`config.mk`:
```
export PLATFORM = sky130hd
export DESIGN_NAME = mse_regfile
export DESIGN_NICKNAME = d
export VERILOG_FILES = /design/src/design/mips_subset_execute_unit_assert.svh /design/src/design/mse_pkg.sv /design/src/design/mse_regfile.sv
export SDC_FILE = /design/constraint.sdc
export NUM_CORES = 2
export LEC_CHECK = 0
export ABC_AREA = 0
export BUFFER_PORTS_ARGS = -buffer_cell sky130_fd_sc_hd__buf_2
export CORE_MARGIN = 10
export CORE_UTILIZATION = 63
export DETAILED_ROUTE_END_ITERATION = 12
export MAX_ROUTING_LAYER = met4
export PLACE_DENSITY = 0.8
export SLEW_MARGIN = 20
export SYNTH_ARGS = -nofsm -noshare
export SYNTH_HDL_FRONTEND = slang
export SYNTH_SLANG_ARGS = --single-unit
```
`constraint.sdc`:
```
create_clock -name i_clk -period 6 [get_ports i_clk]
set_clock_uncertainty 0.05 [all_clocks]
set_input_delay 0.6 -clock i_clk [delete_from_list [all_inputs] [get_ports i_clk]]
set_output_delay 0.6 -clock i_clk [all_outputs]
set_load 0.03 [all_outputs]
```
`src/design/mips_subset_execute_unit_assert.svh`:
```
// Assertion macros for the execute unit.
`ifndef MIPS_SUBSET_EXECUTE_UNIT_ASSERT_SVH
`define MIPS_SUBSET_EXECUTE_UNIT_ASSERT_SVH
`ifndef NO_ASSERTIONS
`define MSE_ASSERT_SAME(label, clk, rst_n, ante, cons) \
    label: assert property (@(posedge clk) disable iff (!rst_n) (ante) |-> (cons)) \
        else $error("assertion failed");
`define MSE_ASSERT_NEXT(label, clk, rst_n, ante, cons) \
    label: assert property (@(posedge clk) disable iff (!rst_n) (ante) |=> (cons)) \
        else $error("assertion failed");
`else
`define MSE_ASSERT_SAME(label, clk, rst_n, ante, cons)
`define MSE_ASSERT_NEXT(label, clk, rst_n, ante, cons)
`endif
`endif

```
`src/design/mse_pkg.sv`:
```
package mse_pkg;

    localparam int DATA_BYTES = 1024;
    localparam int MEM_WORDS  = (DATA_BYTES + 3) / 4;
    localparam int MEM_AW     = $clog2(MEM_WORDS);

    typedef enum logic [4:0] {
        OP_ADD, OP_SUB, OP_AND, OP_OR, OP_XOR, OP_NOR, OP_NAND, OP_SLT,
        OP_SLL, OP_SRL, OP_SRA, OP_JR, OP_ADDI, OP_LW, OP_LH, OP_LHU,
        OP_LB, OP_LBU, OP_SW, OP_SH, OP_SB, OP_LUI, OP_ANDI, OP_ORI,
        OP_NORI, OP_SLTI, OP_BEQ, OP_BNE, OP_J, OP_JAL, OP_HALT, OP_PRELOAD
    } t_op;

    typedef enum logic {
        CFG_START_PC   = 1'b0,
        CFG_STACK_INIT = 1'b1
    } t_cfg_idx;

    typedef struct packed {
        t_op          operation;
        logic [4:0]   src_reg;
        logic [4:0]   second_reg;
        logic [4:0]   dest_reg;
        logic [4:0]   shift_amount;
        logic signed [15:0] immediate;
        logic [25:0]  jump_target;
        logic [31:0]  preload_value;
    } t_in;

    typedef struct packed {
        logic [31:0] pc_before;
        logic [31:0] pc_after;
        logic        reg_written;
        logic [4:0]  reg_index_out;
        logic [31:0] reg_value_out;
        logic        overflow_flag;
        logic        zero_write_flag;
        logic        address_flag;
        logic        misalign_flag;
        logic        halted;
    } t_out;

    typedef struct packed {
        logic              we;
        logic [MEM_AW-1:0] idx;
        logic [31:0]       data;
    } t_mem_wr;

    typedef struct packed {
        logic        we;
        logic [4:0]  idx;
        logic [31:0] data;
    } t_reg_wr;

endpackage

```
`src/design/mse_regfile.sv`:
```
module mse_regfile (
    input  logic                  i_clk,
    input  logic                  i_rst_n,
    input  mse_pkg::t_reg_wr      i_wr,
    input  logic                  i_init,
    input  logic [31:0]           i_init_value,
    input  logic [4:0]            i_ra,
    input  logic [4:0]            i_rb,
    output logic [31:0]           o_a,
    output logic [31:0]           o_b
);
    localparam logic [4:0] SP_IDX = 5'd29;

    logic [31:0] r_regs [32];

    assign o_a = r_regs[i_ra];
    assign o_b = r_regs[i_rb];

    always_ff @(posedge i_clk) begin
        if (!i_rst_n) begin
            for (int i = 0; i < 32; i++) r_regs[i] <= '0;
        end else begin
            if (i_init) r_regs[SP_IDX] <= i_init_value;
            // instruction write lands after the stack init
            if (i_wr.we) r_regs[i_wr.idx] <= i_wr.data;
        end
    end
endmodule

```
==> report_table.html <==
<table>
<tr><th>Metric</th><th>Value</th></tr>
<tr><th colspan="2">Setup path</th></tr>
<tr><td>Arrival time of the worst setup path</td><td>3.26 ns</td></tr>
<tr><td>Required time reported for the critical path endpoint</td><td>5.35 ns</td></tr>
<tr><td>Critical path capture point</td><td>o_b[7]</td></tr>
<tr><td>Category of the critical setup timing path</td><td>in -&gt; out</td></tr>
<tr><td>Sort of element at the start of the critical path</td><td>primary input</td></tr>
<tr><td>Type of element capturing the critical path</td><td>primary output</td></tr>
<tr><td>Worst setup path start</td><td>i_rb[1]</td></tr>
<tr><td>Critical path fanouts, max</td><td>69</td></tr>
<tr><th colspan="2">Synthesis</th></tr>
<tr><td>Syn Nets</td><td>4899</td></tr>
<tr><td>Ranking of synthesized cells by area</td><td>edfxtp_1, mux2i_1, nor3_1</td></tr>
<tr><td>Flop and latch count out of synthesis</td><td>1024</td></tr>
<tr><td>Number of cells produced by synthesis</td><td>4816</td></tr>
<tr><td>Summed instance area of the synthesized netlist</td><td>55500 sq um</td></tr>
<tr><td>Primary FF master, synth</td><td>edfxtp_1</td></tr>
<tr><td>Mean instance size in the synthesized netlist</td><td>11.5 sq um</td></tr>
<tr><td>Leading cell types by count after synthesis</td><td>nor3_1, edfxtp_1, mux2i_1</td></tr>
<tr><td>Library cell with the largest summed area after synthesis</td><td>edfxtp_1</td></tr>
<tr><td>Share of Yosys cell area claimed by the top area cell type</td><td>55.4%</td></tr>
<tr><td>Post-synth EDFFs</td><td>1024</td></tr>
<tr><td>Number of different library cells in the post-synthesis netlist</td><td>29</td></tr>
<tr><td>Proportion of synthesized chip area in sequential cells</td><td>55.4%</td></tr>
<tr><td>Share of async-settable or async-resettable flops after synthesis</td><td>0%</td></tr>
<tr><td>Cell with the most instances after synthesis</td><td>nor3_1</td></tr>
<tr><td>Total of warnings raised by yosys</td><td>0</td></tr>
<tr><th colspan="2">Placement</th></tr>
<tr><td>Post-placement cell count</td><td>5662</td></tr>
<tr><td>Final estimated routing congestion in global placement</td><td>0.929</td></tr>
<tr><td>Count of buffers inserted at the top-level ports</td><td>146</td></tr>
<tr><td>HPWL after detailed placement</td><td>107 mm</td></tr>
<tr><th colspan="2">Power and ir drop</th></tr>
<tr><td>Internal power</td><td>12900 uW</td></tr>
<tr><td>Logic gate share of total power</td><td>13.8%</td></tr>
<tr><td>Power spent charging and discharging nets</td><td>4850 uW</td></tr>
<tr><td>Clock network fraction of design power</td><td>38.3%</td></tr>
<tr><td>Max VDD drop</td><td>0.238 mV</td></tr>
<tr><td>Total power</td><td>17800 uW</td></tr>
<tr><td>Leakage power</td><td>0.0217 uW</td></tr>
<tr><td>Total power density per cell area</td><td>293 nW/um^2</td></tr>
<tr><td>Sequential fraction of design power</td><td>47.9%</td></tr>
<tr><td>Proportion of total power due to net switching</td><td>27.3%</td></tr>
<tr><th colspan="2">Floorplan</th></tr>
<tr><td>Row count</td><td>108</td></tr>
<tr><td>Area enclosed by the die boundary</td><td>100000 sq um</td></tr>
<tr><td>I/O pin count</td><td>147</td></tr>
<tr><td>Core outline area</td><td>87000 sq um</td></tr>
<tr><td>Height of the die</td><td>317 microns</td></tr>
<tr><td>Die width</td><td>317 microns</td></tr>
<tr><td>Effective utilization at floorplan</td><td>63.7%</td></tr>
<tr><th colspan="2">Clock network</th></tr>
<tr><td>Setup bufs post-CTS</td><td>0</td></tr>
<tr><td>Total of hold buffers inserted after clock tree synthesis</td><td>0</td></tr>
<tr><td>PostCTS Resize Cnt</td><td>0</td></tr>
<tr><td>Clock tree from TritonCTS</td><td>done</td></tr>
<tr><td>Worst-case clock buffer depth</td><td>3</td></tr>
<tr><td>Max H-tree Level</td><td>3</td></tr>
<tr><td>Clock tree sinks</td><td>1024</td></tr>
<tr><td>Post-CTS clock slew at the launch and capture registers of the worst setup and hold paths</td><td>0.06 ns</td></tr>
<tr><td>Clock tree root driver cell</td><td>clkbuf_16</td></tr>
<tr><td>CTS buffer count</td><td>108</td></tr>
<tr><th colspan="2">Timing</th></tr>
<tr><td>Total negative setup slack</td><td>0 ns</td></tr>
<tr><td>Max-slew violation total from the final report</td><td>0</td></tr>
<tr><td>Period minus WS final</td><td>3.91 ns</td></tr>
<tr><td>Worst-Margin Slew</td><td>1.30 ns</td></tr>
<tr><td>Slew HR</td><td>13.0%</td></tr>
<tr><td>Unrepaired setup endpoints after global routing</td><td>false</td></tr>
<tr><td>Setup-violating endpoint count in the final report</td><td>0</td></tr>
<tr><td>Final worst path period share</td><td>65.1%</td></tr>
<tr><td>Highest clock frequency the design can meet</td><td>0.256 GHz</td></tr>
<tr><td>Count of final hold-check violations</td><td>0</td></tr>
<tr><th colspan="2">Finish</th></tr>
<tr><td>Core occupancy in the finished layout</td><td>69.7%</td></tr>
<tr><td>Largest Register</td><td>r_regs</td></tr>
<tr><td>Fraction of final layout cells sized beyond drive strength 1</td><td>11.6%</td></tr>
<tr><td>Number of nets in the finished design</td><td>4706</td></tr>
<tr><td>Layout fillers</td><td>6027</td></tr>
<tr><td>Count of placed standard cells in the final layout, fillers left out</td><td>5875</td></tr>
<tr><td>Registers with the highest flip-flop counts</td><td>r_regs x1024</td></tr>
<tr><td>Largest register FFs</td><td>1024</td></tr>
<tr><td>Layout-stage area growth over the synthesis result</td><td>9.26%</td></tr>
<tr><th colspan="2">Drt</th></tr>
<tr><td>Detailed-route DRC error count</td><td>0</td></tr>
<tr><td>Routed length per instance</td><td>33.4 microns</td></tr>
<tr><td>Number of iterations in the first detailed-routing pass</td><td>7</td></tr>
<tr><td>DR iter-0 viols</td><td>8702</td></tr>
<tr><td>Detailed-route vias per instance</td><td>7.74</td></tr>
<tr><td>Count of vias placed by the detailed router</td><td>45500</td></tr>
<tr><td>Antenna violation net count after detailed routing</td><td>0</td></tr>
<tr><td>Total wire length</td><td>196 mm</td></tr>
<tr><th colspan="2">GRT</th></tr>
<tr><td>Largest net degree at the start of global routing</td><td>157</td></tr>
<tr><td>Global-route wire length before repair</td><td>285 mm</td></tr>
<tr><td>Antenna violations before repair</td><td>11</td></tr>
<tr><td>Global-route congestion overflow total</td><td>0</td></tr>
<tr><td>Number of global-route vias before repair</td><td>44100</td></tr>
<tr><td>Combined global-route utilization of all metal layers</td><td>39.0%</td></tr>
<tr><th colspan="2">Min path</th></tr>
<tr><td>Tightest Hold Check Type</td><td>in -&gt; reg</td></tr>
<tr><td>Instance count along the most critical hold path</td><td>3</td></tr>
<tr><th colspan="2">Outcome</th></tr>
<tr><td>Outcome</td><td>completed</td></tr>
<tr><th colspan="2">Job</th></tr>
<tr><td>Max_cap viols</td><td>0</td></tr>
</table>
-- kinds of logic after synthesis --
group | after synthesis | share of synthesized area [%]
simple gates | 1505 | 13.4
flops | 1024 | 55.4
buf+inv | 624 | 4.85
compound gates | 639 | 7.80
mux | 1024 | 18.5
-- power by group through the flow --
stage               Clock (uW)  Combinational [uW]  Sequential, uW
floorplan                    0                1500            8580
global placement             0                2290            8600
detailed placement           0                2330            8640
CTS                       6720                2350            8490
global route              7020                2510            8540
finish                    6810                2460            8510
-- layout by cell type, fill, tap and decap left out, types with 7 or more instances in the layout --
| cell | count |
|---|---|
| a21oi_1 | 192 |
| a22o_1 | 128 |
| a22oi_1 | 192 |
| a31oi_1 | 64 |
| buf_12 | 24 |
| buf_16 | 7 |
| buf_2 | 143 |
| buf_4 | 110 |
| bufinv_16 | 13 |
| clkbuf_1 | 30 |
| clkbuf_16 | 111 |
| clkinv_1 | 29 |
| clkinv_2 | 16 |
| diode_2 | 8 |
| edfxtp_1 | 1024 |
| inv_1 | 20 |
| inv_2 | 8 |
| mux2i_1 | 1024 |
| nand2_1 | 193 |
| nand3_1 | 197 |
| nand3_2 | 27 |
| nor3_1 | 1056 |
| o21ai_1 | 9 |
| o21ai_2 | 23 |
| o21ai_4 | 31 |
-- final cells by class --
cell class	instances	area [sq um]	share of cell area, %
antenna	8	20.0	0.0330
clock inverter	58	622	1.03
inverter	33	124	0.204
tap	1155	1450	2.38
multi-input combinational	3168	22500	37.1
clock buffer	141	2890	4.77
sequential	1024	30700	50.7
timing repair buffer	288	2270	3.75
-- worst min path at each step --
| stage | start | endpoint | slack (ns) |
|---|---|---|---|
| 2_1_floorplan | i_init_value[10] | r_regs[29][10]$_DFFE_PP_ | 0.75 |
| 3_3_place_gp | i_init_value[7] | r_regs[29][7]$_DFFE_PP_ | 0.84 |
| 3_5_place_dp | i_init_value[12] | r_regs[29][12]$_DFFE_PP_ | 0.84 |
| 4_1_cts | i_init_value[21] | r_regs[29][21]$_DFFE_PP_ | 0.15 |
| 5_1_grt | i_init_value[28] | r_regs[29][28]$_DFFE_PP_ | 0.17 |
| 6_report | i_init_value[21] | r_regs[29][21]$_DFFE_PP_ | 0.15 |
-- metal layers --
metal  global-route usage (%)  share of wire [%]
met1                     49.5                 33
met2                     54.8                 42
met3                     13.2                 18
met4                     20.9                6.5
met5                        -                  0
-- metrics by stage --
| stage | setup WS, ns | area (sq um) | hold WS [ns] |
|---|---|---|---|
| 2_1_floorplan | 1.63 | 55500 | 0.746 |
| 3_3_place_gp | 1.91 | 56800 | 0.843 |
| 3_5_place_dp | 1.95 | 56900 | 0.845 |
| 4_1_cts | 2.20 | 60500 | 0.152 |
| 5_1_grt | 2.07 | 60600 | 0.168 |
| 6_report | 2.09 | 60600 | 0.150 |
-- critical path: stages --
cell,delay (ns)
buf_8,0.59
buf_4,0.62
mux2i_1,0.26
a22o_1,0.17
nor3_1,0.07
a31oi_1,0.33
nand3_1,0.27
buf_2,0.26
(Power assumes the default switching activity.)
